`src/sv/ccc_pkg.sv`:
```
// shared types, codes and report order for the coincidence cluster counter
`timescale 1ns / 1ps

package ccc_pkg;

   localparam int COUNT_WIDTH_DEF = 32;
   localparam int NUM_CH          = 4;
   localparam int NUM_SUBSETS     = 11;
   localparam int NUM_STEPS       = NUM_CH + NUM_SUBSETS;
   localparam int SGL_ADDR_W      = 2;
   localparam int SUB_ADDR_W      = 4;
   localparam int CSR_INDEX_W     = 8;
   localparam int REG_W           = 16;

   localparam logic [1:0] ACT_EDGE   = 2'd0;
   localparam logic [1:0] ACT_REPORT = 2'd1;
   localparam logic [1:0] ACT_CLEAR  = 2'd2;

   localparam logic KIND_SINGLE = 1'b0;
   localparam logic KIND_SUBSET = 1'b1;

   localparam logic [CSR_INDEX_W-1:0] CSR_WINDOW  = 8'd0;
   localparam logic [CSR_INDEX_W-1:0] CSR_HOLDOFF = 8'd1;

   localparam logic [REG_W-1:0] WINDOW_RESET  = 16'd20;
   localparam logic [REG_W-1:0] HOLDOFF_RESET = 16'd20;

   typedef logic [3:0] mask_type;

   // multi-channel masks in report order
   localparam mask_type REPORT_MASKS [NUM_SUBSETS] = '{
      4'd3, 4'd5, 4'd9, 4'd6, 4'd10, 4'd12, 4'd7, 4'd11, 4'd13, 4'd14, 4'd15
   };

   typedef struct packed {
      logic rd_en;
      logic inc;
      logic clear;
   } bank_ctl_type;

   typedef struct packed {
      logic     kind;
      mask_type index;
      logic     last;
   } step_info_type;

   function automatic step_info_type report_step(input logic [3:0] step);
      step_info_type info;
      info = '0;
      if (step < 4'(NUM_CH)) begin
         info.kind  = KIND_SINGLE;
         info.index = step;
      end else if (step < 4'(NUM_STEPS)) begin
         info.kind  = KIND_SUBSET;
         info.index = REPORT_MASKS[step - 4'(NUM_CH)];
      end
      info.last = (step == 4'(NUM_STEPS - 1));
      return info;
   endfunction

endpackage

```
`src/sv/ccc_tally_bank.sv`:
```
// counter memory with read-modify-write increment, forwarding and valid bits
`timescale 1ns / 1ps

module ccc_tally_bank #(
   parameter int ADDR_W      = 2,
   parameter int COUNT_WIDTH = ccc_pkg::COUNT_WIDTH_DEF
) (
   input  logic                   clock,
   input  logic                   reset,
   input  ccc_pkg::bank_ctl_type  ctl,
   input  logic [ADDR_W-1:0]      addr,
   output logic [COUNT_WIDTH-1:0] value
);
   import ccc_pkg::*;

   localparam int DEPTH = 1 << ADDR_W;

   logic [COUNT_WIDTH-1:0] mem [DEPTH];
   logic [COUNT_WIDTH-1:0] rd_data_ff;
   logic [ADDR_W-1:0]      rd_addr_ff;
   logic                   inc_pend_ff;
   logic [DEPTH-1:0]       valid_ff, valid_in;
   logic                   wb_valid_ff, wb_valid_in;
   logic [ADDR_W-1:0]      wb_addr_ff;
   logic [COUNT_WIDTH-1:0] wb_data_ff;
   logic [COUNT_WIDTH-1:0] sum;

   // last write wins over the stale read; entries never written read as zero
   always_comb begin
      if (wb_valid_ff && (wb_addr_ff == rd_addr_ff)) begin
         value = wb_data_ff;
      end else if (valid_ff[rd_addr_ff]) begin
         value = rd_data_ff;
      end else begin
         value = '0;
      end
      sum = value + COUNT_WIDTH'(1);
   end

   always_comb begin
      valid_in    = valid_ff;
      wb_valid_in = wb_valid_ff | inc_pend_ff;
      if (inc_pend_ff) begin
         valid_in[rd_addr_ff] = 1'b1;
      end
      if (ctl.clear) begin
         valid_in    = '0;
         wb_valid_in = 1'b0;
      end
   end

   always_ff @(posedge clock) begin
      if (ctl.rd_en) begin
         rd_data_ff <= mem[addr];
         rd_addr_ff <= addr;
      end
      if (inc_pend_ff) begin
         mem[rd_addr_ff] <= sum;
         wb_addr_ff      <= rd_addr_ff;
         wb_data_ff      <= sum;
      end
   end

   always_ff @(posedge clock) begin
      if (reset) begin
         inc_pend_ff <= 1'b0;
         wb_valid_ff <= 1'b0;
         valid_ff    <= '0;
      end else begin
         inc_pend_ff <= ctl.rd_en & ctl.inc;
         wb_valid_ff <= wb_valid_in;
         valid_ff    <= valid_in;
      end
   end

endmodule

```
`src/sv/coincidence_cluster_counter_unit.sv`:
```
// top level: cluster tracking, counter banks and report sequencer
// edge events: one per cycle while not reporting, state update at accept, counter write in the next cycle
// clear: counters and period zeroed; report: accepted, then 15 results, each read from a
//   registered counter memory; a new read issues only once the last result has landed and rsp can take it
// first report result: state moves to report, the counter read issues, the result is registered
// reset: synchronous; counters read as zero at once through valid bits, registers 20/20
`timescale 1ns / 1ps

module coincidence_cluster_counter_unit #(
   parameter int COUNT_WIDTH = ccc_pkg::COUNT_WIDTH_DEF
) (
   input  logic                            clock,
   input  logic                            reset,
   input  logic                            req_tvalid,
   output logic                            req_tready,
   input  logic [39:0]                     req_tdata,  // channel, timestamp, zero fill
   input  logic [1:0]                      req_tuser,  // action
   output logic                            rsp_tvalid,
   input  logic                            rsp_tready,
   output logic [71:0]                     rsp_tdata,  // period_number, counter_index,
                                                       // count_value, zero fill
   output logic                            rsp_tuser,  // counter_kind
   output logic                            rsp_tlast,
   input  logic                            csr_valid,
   output logic                            csr_ready,
   input  logic [ccc_pkg::CSR_INDEX_W-1:0] csr_index,
   input  logic [ccc_pkg::REG_W-1:0]       csr_data
);
   import ccc_pkg::*;

   localparam logic ST_IDLE   = 1'b0;
   localparam logic ST_REPORT = 1'b1;

   logic [REG_W-1:0] window_ff, holdoff_len_ff;
   logic             cl_open_ff, cl_open_in;
   logic [31:0]      cl_start_ff, cl_start_in;
   logic [31:0]      cl_end_ff, cl_end_in;
   logic [3:0]       cl_chan_ff, cl_chan_in;
   logic [31:0]      holdoff_end_ff, holdoff_end_in;
   logic [31:0]      period_ff, period_in;
   logic             state_ff, state_in;
   logic [3:0]       step_ff, step_in;
   logic             pend_ff, pend_in;
   step_info_type    tag_ff, tag_in;
   logic             rsp_valid_ff, rsp_valid_in;
   logic [31:0]      rsp_period_ff;
   logic             rsp_kind_ff;
   logic [3:0]       rsp_index_ff;
   logic [31:0]      rsp_count_ff;
   logic             rsp_last_ff;

   bank_ctl_type            sgl_ctl, sub_ctl;
   logic [SGL_ADDR_W-1:0]   sgl_addr;
   logic [SUB_ADDR_W-1:0]   sub_addr;
   logic [COUNT_WIDTH-1:0]  sgl_value, sub_value, land_value;
   logic [63:0]             land_wide;

   logic          req_fire, issue, land;
   logic [1:0]    action, ch;
   logic [31:0]   ts, diff_hold, diff_start;
   logic [3:0]    ch_bit;
   logic          ignore, in_win;
   step_info_type step_info;

   assign req_tready = (state_ff == ST_IDLE);
   assign req_fire   = req_tvalid & req_tready;
   assign action     = req_tuser;
   assign ch         = req_tdata[1:0];
   assign ts         = req_tdata[33:2];
   assign ch_bit     = 4'b0001 << ch;
   assign diff_hold  = ts - holdoff_end_ff;
   assign diff_start = ts - cl_start_ff;
   // signed wrap compare against the holdoff end
   assign ignore     = diff_hold[31];
   assign in_win     = (diff_start[15:0] <= window_ff);

   assign csr_ready  = 1'b1;

   assign step_info  = report_step(step_ff);
   assign issue      = (state_ff == ST_REPORT) && !pend_ff && (!rsp_valid_ff || rsp_tready);
   assign land       = pend_ff;
   assign land_value = (tag_ff.kind == KIND_SUBSET) ? sub_value : sgl_value;
   assign land_wide  = 64'(land_value);

   always_comb begin
      cl_open_in     = cl_open_ff;
      cl_start_in    = cl_start_ff;
      cl_end_in      = cl_end_ff;
      cl_chan_in     = cl_chan_ff;
      holdoff_end_in = holdoff_end_ff;
      period_in      = period_ff;
      state_in       = state_ff;
      step_in        = step_ff;
      pend_in        = 1'b0;
      tag_in         = tag_ff;
      sgl_ctl        = '0;
      sub_ctl        = '0;
      sgl_addr       = ch;
      sub_addr       = cl_chan_ff;
      rsp_valid_in   = rsp_valid_ff & ~rsp_tready;

      unique case (state_ff)
         ST_IDLE: begin
            if (req_fire) begin
               case (action)
                  ACT_EDGE: begin
                     sgl_ctl.rd_en = 1'b1;
                     sgl_ctl.inc   = 1'b1;
                     if (!ignore) begin
                        if (cl_open_ff && in_win) begin
                           cl_end_in  = ts;
                           cl_chan_in = cl_chan_ff | ch_bit;
                        end else begin
                           if (cl_open_ff) begin
                              // close the old cluster before the new one opens
                              sub_ctl.rd_en  = (cl_chan_ff != 4'd0);
                              sub_ctl.inc    = 1'b1;
                              holdoff_end_in = cl_end_ff + 32'(holdoff_len_ff);
                           end
                           cl_open_in  = 1'b1;
                           cl_start_in = ts;
                           cl_end_in   = ts;
                           cl_chan_in  = ch_bit;
                        end
                     end
                  end
                  ACT_REPORT: begin
                     sub_ctl.rd_en  = cl_open_ff && (cl_chan_ff != 4'd0);
                     sub_ctl.inc    = 1'b1;
                     cl_open_in     = 1'b0;
                     cl_chan_in     = 4'd0;
                     holdoff_end_in = '0;
                     state_in       = ST_REPORT;
                     step_in        = 4'd0;
                  end
                  ACT_CLEAR: begin
                     sgl_ctl.clear  = 1'b1;
                     sub_ctl.clear  = 1'b1;
                     cl_open_in     = 1'b0;
                     cl_chan_in     = 4'd0;
                     holdoff_end_in = '0;
                     period_in      = '0;
                  end
                  default: begin
                  end
               endcase
            end
         end
         ST_REPORT: begin
            if (issue) begin
               pend_in = 1'b1;
               tag_in  = step_info;
               step_in = step_ff + 4'd1;
               if (step_info.kind == KIND_SUBSET) begin
                  sub_ctl.rd_en = 1'b1;
                  sub_addr      = step_info.index;
               end else begin
                  sgl_ctl.rd_en = 1'b1;
                  sgl_addr      = step_info.index[SGL_ADDR_W-1:0];
               end
            end
            if (land) begin
               rsp_valid_in = 1'b1;
               if (tag_ff.last) begin
                  sgl_ctl.clear = 1'b1;
                  sub_ctl.clear = 1'b1;
                  period_in     = period_ff + 32'd1;
                  state_in      = ST_IDLE;
               end
            end
         end
         default: begin
            state_in = ST_IDLE;
         end
      endcase
   end

   always_ff @(posedge clock) begin
      if (reset) begin
         window_ff      <= WINDOW_RESET;
         holdoff_len_ff <= HOLDOFF_RESET;
         cl_open_ff     <= 1'b0;
         cl_start_ff    <= '0;
         cl_end_ff      <= '0;
         cl_chan_ff     <= '0;
         holdoff_end_ff <= '0;
         period_ff      <= '0;
         state_ff       <= ST_IDLE;
         step_ff        <= '0;
         pend_ff        <= 1'b0;
         rsp_valid_ff   <= 1'b0;
      end else begin
         if (csr_valid && (csr_index == CSR_WINDOW)) begin
            window_ff <= csr_data;
         end
         if (csr_valid && (csr_index == CSR_HOLDOFF)) begin
            holdoff_len_ff <= csr_data;
         end
         cl_open_ff     <= cl_open_in;
         cl_start_ff    <= cl_start_in;
         cl_end_ff      <= cl_end_in;
         cl_chan_ff     <= cl_chan_in;
         holdoff_end_ff <= holdoff_end_in;
         period_ff      <= period_in;
         state_ff       <= state_in;
         step_ff        <= step_in;
         pend_ff        <= pend_in;
         rsp_valid_ff   <= rsp_valid_in;
      end
   end

   always_ff @(posedge clock) begin
      tag_ff <= tag_in;
      if (land) begin
         rsp_period_ff <= period_ff;
         rsp_kind_ff   <= tag_ff.kind;
         rsp_index_ff  <= tag_ff.index;
         rsp_count_ff  <= land_wide[31:0];
         rsp_last_ff   <= tag_ff.last;
      end
   end

   assign rsp_tvalid = rsp_valid_ff;
   assign rsp_tdata  = {4'd0, rsp_count_ff, rsp_index_ff, rsp_period_ff};
   assign rsp_tuser  = rsp_kind_ff;
   assign rsp_tlast  = rsp_last_ff;

   ccc_tally_bank #(
      .ADDR_W      (SGL_ADDR_W),
      .COUNT_WIDTH (COUNT_WIDTH)
   ) u_singles (
      .clock (clock),
      .reset (reset),
      .ctl   (sgl_ctl),
      .addr  (sgl_addr),
      .value (sgl_value)
   );

   ccc_tally_bank #(
      .ADDR_W      (SUB_ADDR_W),
      .COUNT_WIDTH (COUNT_WIDTH)
   ) u_subsets (
      .clock (clock),
      .reset (reset),
      .ctl   (sub_ctl),
      .addr  (sub_addr),
      .value (sub_value)
   );

endmodule
```
`config.mk`:
```
export PLATFORM = sky130hd
export DESIGN_NAME = coincidence_cluster_counter_unit
export DESIGN_NICKNAME = d
export VERILOG_FILES = /design/src/sv/ccc_pkg.sv /design/src/sv/ccc_tally_bank.sv /design/src/sv/coincidence_cluster_counter_unit.sv
export SDC_FILE = /design/constraint.sdc
export NUM_CORES = 2
export LEC_CHECK = 0
export ABC_AREA = 1
export BUFFER_PORTS_ARGS = -buffer_cell sky130_fd_sc_hd__buf_2
export CAP_MARGIN = 20
export CORE_MARGIN = 4
export CORE_UTILIZATION = 55
export DETAILED_ROUTE_END_ITERATION = 10
export HOLD_SLACK_MARGIN = 0.03
export MAX_ROUTING_LAYER = met4
export PLACE_DENSITY = 0.72
export SYNTH_ARGS = -nofsm -noshare
export SYNTH_HDL_FRONTEND = slang
export SYNTH_SLANG_ARGS = --single-unit
```
`constraint.sdc`:
```
create_clock -name clock -period 15.5 [get_ports clock]
set_input_delay 3.1 -clock clock [delete_from_list [all_inputs] [get_ports clock]]
set_output_delay 3.1 -clock clock [all_outputs]
set_load 0.01 [all_outputs]
```
**Word level (Yosys, flattened, before mapping)**

Memories as Yosys holds them, arrays and structs flattened. A register that Yosys moved wholly into a read port is not among the register bits.
Cells that the tools add are included.

- Bits in registers: 332
- Bits in writable memories: 640
- ROM bits: 64
- Input port bits: 71
- Output and inout port bits: 77
- Word-level logic and storage cells: 184
- Memories kept: 3

- Add/subtract/negate cells: 8
- $lt $le $gt $ge: 8
- Eq/ne operators: 15
- Shifts and indexed selects: 1
- Multiplexer cells: 74
- Bitwise logic cells: 14
- Reductions and logical operators: 29

Memories:

| name | words | width | read ports | clocked after Yosys merged registers in | wr ports | RTL line | source |
|---|---|---|---|---|---|---|---|
| u_subsets.mem | 16 | 32 | 1 | 1 | 1 | ccc_tally_bank.sv:18 | `logic [COUNT_WIDTH-1:0] mem [DEPTH];` |
| u_singles.mem | 4 | 32 | 1 | 1 | 1 | ccc_tally_bank.sv:18 |  |
| (no name shown) | 16 | 4 | 1 | 0 | 0 | ccc_pkg.sv:55 | `info.index = REPORT_MASKS[step - 4'(NUM_CH)];` |

Operators by type and width:

| cell | number |
|---|---|
| two-way mux 32 bit | 12 |
| case mux 32 bit (2 select lines) | 2 |
| adder 32 x 1 -> 32 bit, second input constant | 3 |
| two-way mux 4 bit | 10 |
| adder 32 x 16 -> 32 bit | 1 |
| subtractor 32 bit | 1 |
| two-way mux 1 bit | 26 |
| less-or-equal comparator 16 bit | 1 |
| bitwise OR 16 bit | 1 |
| case mux 4 bit (2 select lines) | 2 |
| subtractor 16 bit | 1 |
| two-way mux 2 bit | 7 |
| inequality test 2 x 1 -> 1 bit, second input constant | 6 |
| case mux 1 bit (2 select lines) | 6 |
| AND reduction 4 bit | 3 |
| logical AND 1 bit | 10 |
| two-way mux 5 bit | 2 |
| AND reduction 5 bit | 2 |
| == test 8 x 1 -> 1 bit, second input constant | 1 |
| zero test 8 bit | 1 |
| bitwise OR 4 bit | 2 |
| OR reduction 2 bit | 4 |
| two-way mux 3 bit | 2 |
| inequality test 2 bit, second input constant | 3 |
| other kinds (32) | 40 |

**Depth between registers and ports, before layout**

- Word-level depth: 11
- Mapped depth: 25
- Depth with buffers taken out: 25

**Cells and area by module**

Synthesis repeated with hierarchy kept, for this count alone.

- Cells, all modules: 4,403
- Area total of the unflattened synthesis: 46,583.4 sq um

Modules (own cells, without submodules):

| module | times used | cells each | area an instance (sq um) | seq. area each (sq um) |
|---|---|---|---|---|
| ccc_tally_bank at u_subsets | 1 | 1,934 | 24,931.4 | 17,897.2 |
| coincidence_cluster_counter_unit | 1 | 1,738 | 13,145.1 | 5,405.2 |
| ccc_tally_bank at u_singles | 1 | 731 | 8,506.9 | 6,005.8 |

**Worst setup path after synthesis**

OpenSTA, ideal clock, no wires.

- Path type: input to register
- Start point: input req_tdata[2]
- End point: register u_subsets.rd_addr_ff[0] (enable)
- Library setup time: 0.394 ns
- Data arrival time: 6.871 ns
- Required time: 15.106 ns
- Slack: 8.236 ns
- Stages on the path: 24
- Path buffers: 0
- Path through: inv_1 -> ha_1 -> fa_1 -> nand3b_1 -> nand2_1 -> a21oi_1 -> o21ai_0 -> nand2_1 -> a21oi_1 -> nand3_1 -> nand2_1 -> xor2_1 -> inv_1 -> ha_1 -> nand2_1 -> nor4_1 -> nand2_1 -> nand2_1 -> nand2_1 -> nand2_1 -> nand3_1 -> nand2_1 -> nand2_1 -> nand2_1

RTL lines:

| item | RTL line | source |
|---|---|---|
| from (decl) | coincidence_cluster_counter_unit.sv:16 | `input logic [39:0] req_tdata,` |
| to (signal assigned) | ccc_tally_bank.sv:55 | `rd_addr_ff <= addr;` |
| to (decl) | ccc_tally_bank.sv:20 | `logic [ADDR_W-1:0] rd_addr_ff;` |

**Worst setup path in the final report**

- Start point: input req_tdata[2]
- End point: register holdoff_end_ff[29]

- Cells in the longest elaborated chain, start to end: 5
- Elaborated cells on any way between the ends: 7
- Those cells by class: add/sub (2); order compare (1); eq/ne (2); reduce/logical (2)

RTL lines:

| item | RTL line | source |
|---|---|---|
| subtractor 16 bit | coincidence_cluster_counter_unit.sv:72 | `assign diff_start = ts - cl_start_ff;` |
| less-or-equal comparator 16 bit | coincidence_cluster_counter_unit.sv:75 | `assign in_win = (diff_start[15:0] <= window_ff);` |
| logical AND 1 bit | coincidence_cluster_counter_unit.sv:110 | `if (cl_open_ff && in_win) begin` |
| inequality test 2 bit (no source line) | -- |  |
| AND reduction 6 bit (no source line) * | -- |  |
| to (signal assigned) | coincidence_cluster_counter_unit.sv:203 | `holdoff_end_ff <= holdoff_end_in;` |
| to (decl) | coincidence_cluster_counter_unit.sv:39 | `logic [31:0] holdoff_end_ff, holdoff_end_in;` |

Mark *: on every way between the ends. The rest lies on a longest branch, timed or not.
A chain may end at the register's enable or synchronous reset.

==> impl_metrics.ini <==
[grt]
grt_util_met2_pct = 40.9
grt_pass1_wl_mm = 177
use_met1_pct = 36.1
grt_max_degree = 184
grt.met3_usage_pct = 3.89
grtUsageTotal_pct = 26.2
grt-busiest-layer = met2
grt_pass1_vias = 31000
grt_antenna_before_repair = 7
overflow = 0

[critical_path]
timing.rr.start = step_ff[2]$_SDFFE_PP0P_
regToRegSetupSlack_ns = 10.08
critPathArrivalTime_ns = 7.54
path_delay_family = simple AND/OR/NAND/NOR gates
worst-path-buf-inv = 5
cp-start-kind = input pin
worst_path_most_repeated_cell = nand2_1
critPathMaxFanout = 33
critPathMaxStageDelay_ns = 0.45
r2r_end = u_subsets.rd_data_ff[31]$_DFFE_PP_
startpoint = req_tdata[2]
worstPathRequired_ns = 15.98
cp_slowest_cell = nor4_1
endpoint_kind = flop
critPathKind = input pin to flop
reg2reg_depth = 17

[yosys]
synth_cells = 4497
syn_avg_cell_area_um2 = 10.3
ys_warn_count = 0
synth_area_um2 = 46200
synth_enable_flop_cells = 856
synth-main-ff-cell = edfxtp_1
ys_types = 49
async_reset_ff_share_pct = 0
yosysSeqAreaShare_pct = 63.4
ys_ff_latch = 1036

[sta]
setup_tns_ns = 0
setup_viol_count_final = 0
setup_slack_ns = 8.44
finalHoldViolations = 0
fin_worst_skew_ns = 0.0928
final_max_slew_viol_count = 0
finalCritPeriodShare_pct = 45.6
fin_crit_ns = 7.06
maxSlewHeadroom_pct = 27.4
rsz0062_at_grt = no
tightest_slew_ns = 1.09
hold_ws_ns = 0.427
fmax_mhz = 142

[placed_design]
dpl-instance-area_um2 = 48000
pre_cts_ws_ns = 7.35
place_congestion = 0.963
dp_hpwl_mm = 70.2
port_buffers = 136

[worst_hold_path]
hp-class = flop to flop
worstHoldPathCells = 0
worst_hold_startpoint = tag_ff[1]$_DFFE_PP_
hold-path-endpoint = rsp_index_ff[0]$_DFFE_PP_

[drt]
drc_errors = 0
vias = 33100
ant_nets = 0
drt-wirelength-per-cell_um = 20.1
viasPerCell = 5.74
drt_pass1_iterations = 8
drtIter0Drc = 3297
wirelength_mm = 116

[pwr]
p_switching_mw = 1.30
finalPower_mw = 5.89
p_seq_share_pct = 51.3
ir_drop_uv = 97.9
p_sw_share_pct = 22.1
p_leak_nw = 17.1
p_per_area_nw_per_um2 = 114
pwr-share-clk_pct = 43.3
p_comb_share_pct = 5.4
p_int_mw = 4.58

[layout]
final_cell_area_um2 = 51600
fin_nets = 4764
area_growth_pct = 11.7
num-fill-cells = 6623
drive_above_1_share_pct = 10.3

[clock_tree]
clock_path_buffers = 3
post_cts_buffers = 0
clkSinkCount = 1036
cts.clk_slew.worst_paths_ns = 0.06
cts_root_buf = clkbuf_16
cts_buffers = 102
cts_resized = 0
cts_tree = built
clk_latency_ns = 0.72
htreeDepth = 3
ctsHoldBuffers = 0

[die]
core.rowCount = 106
design.die.area_um2 = 88700
ios = 148
die_h_um = 298
core_um2 = 83400
start_util_pct = 55.4
die_x_um = 298

[run_status]
outcome = complete, no violations

[flow_run]
drv_cap = 0
[metrics by stage]
stage	utilization [%]	cells
2_1_floorplan	-	4500
6_report	61.9	5769
5_1_grt	61.9	5769
3_3_place_gp	57.5	5567
3_5_place_dp	57.5	5568
4_1_cts	61.7	5756
[area by class of cell]
cell class | instances | area [um2] | share of cell area, %
clock inverter | 55 | 749 | 1.45
sequential | 1036 | 29300 | 56.8
inverter | 318 | 1200 | 2.33
clock buffer | 133 | 2760 | 5.34
antenna | 5 | 12.5 | 0.0242
timing repair buffer | 203 | 1260 | 2.45
multi-input combinational | 2939 | 15000 | 29.0
tap | 1080 | 1350 | 2.62
[layer usage]
metal | vias up | share of wire (%)
met5 | - | 0
met4 | 0 | 2.6
met3 | 223 | 8.9
met2 | 1360 | 46
met1 | 15800 | 42
li1 | 15800 | -
[power groups by stage]
stage	Combinational, mW	Clock [mW]	Sequential [mW]
global route	0.359	2.71	3.02
finish	0.320	2.55	3.02
detailed placement	0.315	0	3.08
global placement	0.308	0	3.08
CTS	0.317	2.58	3.02
floorplan	0.222	0	3.08
[sequential cells by signal (all words and copies together) (netlist names), 6 cells and up]
register / flops
cl_start_ff: 16
period_ff: 32
u_subsets.rd_data_ff: 32
rsp_period_ff: 32
u_singles.wb_data_ff: 32
u_singles.rd_data_ff: 32
rsp_count_ff: 32
tag_ff: 6
holdoff_len_ff: 16
window_ff: 16
u_subsets.valid_ff: 16
holdoff_end_ff: 32
u_subsets.mem: 512
cl_end_ff: 32
u_singles.mem: 128
u_subsets.wb_data_ff: 32
[kinds of logic (layout without fill, tap and decap cells)]
kind of cell | Yosys count | count (layout) | share of synthesized area [%]
flops | 1036 | 1036 | 63.4
other cells | 2 | 10 | 0.0162
fa+ha+maj | 93 | 93 | 2.55
buf+inv | 525 | 709 | 4.67
simple gates | 1878 | 1878 | 17.0
compound gates | 886 | 886 | 10.9
xor+xnor | 77 | 77 | 1.46
[synth_stat cells, types with 2 or more instances]
cell	count	share of area, %
o31ai_1	3	0.049
nor3_1	39	0.42
a21oi_1	182	2.0
dfxtp_1	180	7.8
xor2_1	45	0.85
nor2_4	6	0.15
a21oi_4	2	0.070
nand3_2	3	0.065
buf_4	16	0.26
o21ai_0	419	4.5
and2_1	2	0.027
o21a_1	4	0.065
or2_2	22	0.30
nand2_1	756	6.1
buf_2	71	0.77
conb_1	2	0.016
inv_2	10	0.081
fa_1	2	0.087
o211ai_1	164	2.7
a31oi_1	13	0.18
nand3_1	179	1.9
ha_1	91	2.5
edfxtp_1	856	56
o22ai_1	33	0.45
clkbuf_1	110	0.89
or2_0	13	0.18
nor2_2	18	0.24
buf_1	5	0.041
buf_6	5	0.12
nand3b_1	18	0.29
nor2_1	729	5.9
clkinv_1	2	0.016
nand4_1	62	0.84
o21bai_1	10	0.16
nand2_2	15	0.20
inv_1	306	2.5
o21ai_2	10	0.19
o21ai_1	42	0.45
xnor2_1	32	0.61
nor4_1	10	0.14
nand2_4	2	0.049
[cell usage in the layout (no fill, tap or decap), types with 15 or more instances in the layout]
| cell | instances |
|---|---|
| nand2_2 | 15 |
| o22ai_1 | 33 |
| o21ai_0 | 415 |
| nand3_1 | 179 |
| a21oi_1 | 182 |
| o211ai_1 | 164 |
| buf_2 | 136 |
| nor3_1 | 37 |
| inv_1 | 304 |
| dfxtp_1 | 177 |
| nand4_1 | 62 |
| clkbuf_16 | 102 |
| nand3b_1 | 18 |
| nor2_2 | 19 |
| o21ai_1 | 39 |
| nand2_1 | 755 |
| xor2_1 | 45 |
| clkinv_2 | 18 |
| or2_2 | 22 |
| xnor2_1 | 32 |
| edfxtp_1 | 856 |
| nor2_1 | 711 |
| nor2_4 | 23 |
| ha_1 | 91 |
| clkbuf_1 | 22 |
| buf_4 | 61 |
[worst max-delay path by stage]
stage / slack [ns] / depth (start not counted) / end
after global placement: 7.37 / 25 / u_subsets.rd_data_ff[2]$_DFFE_PP_
after floorplan: 8.24 / 24 / u_subsets.rd_addr_ff[0]$_DFFE_PP_
after global routing: 7.95 / 22 / holdoff_end_ff[30]$_SDFFE_PP0P_
after CTS: 8.07 / 25 / u_subsets.rd_data_ff[9]$_DFFE_PP_
after detailed placement: 7.35 / 25 / u_subsets.rd_data_ff[14]$_DFFE_PP_
final: 8.44 / 26 / holdoff_end_ff[29]$_SDFFE_PP0P_
(Power assumes the default switching activity.)
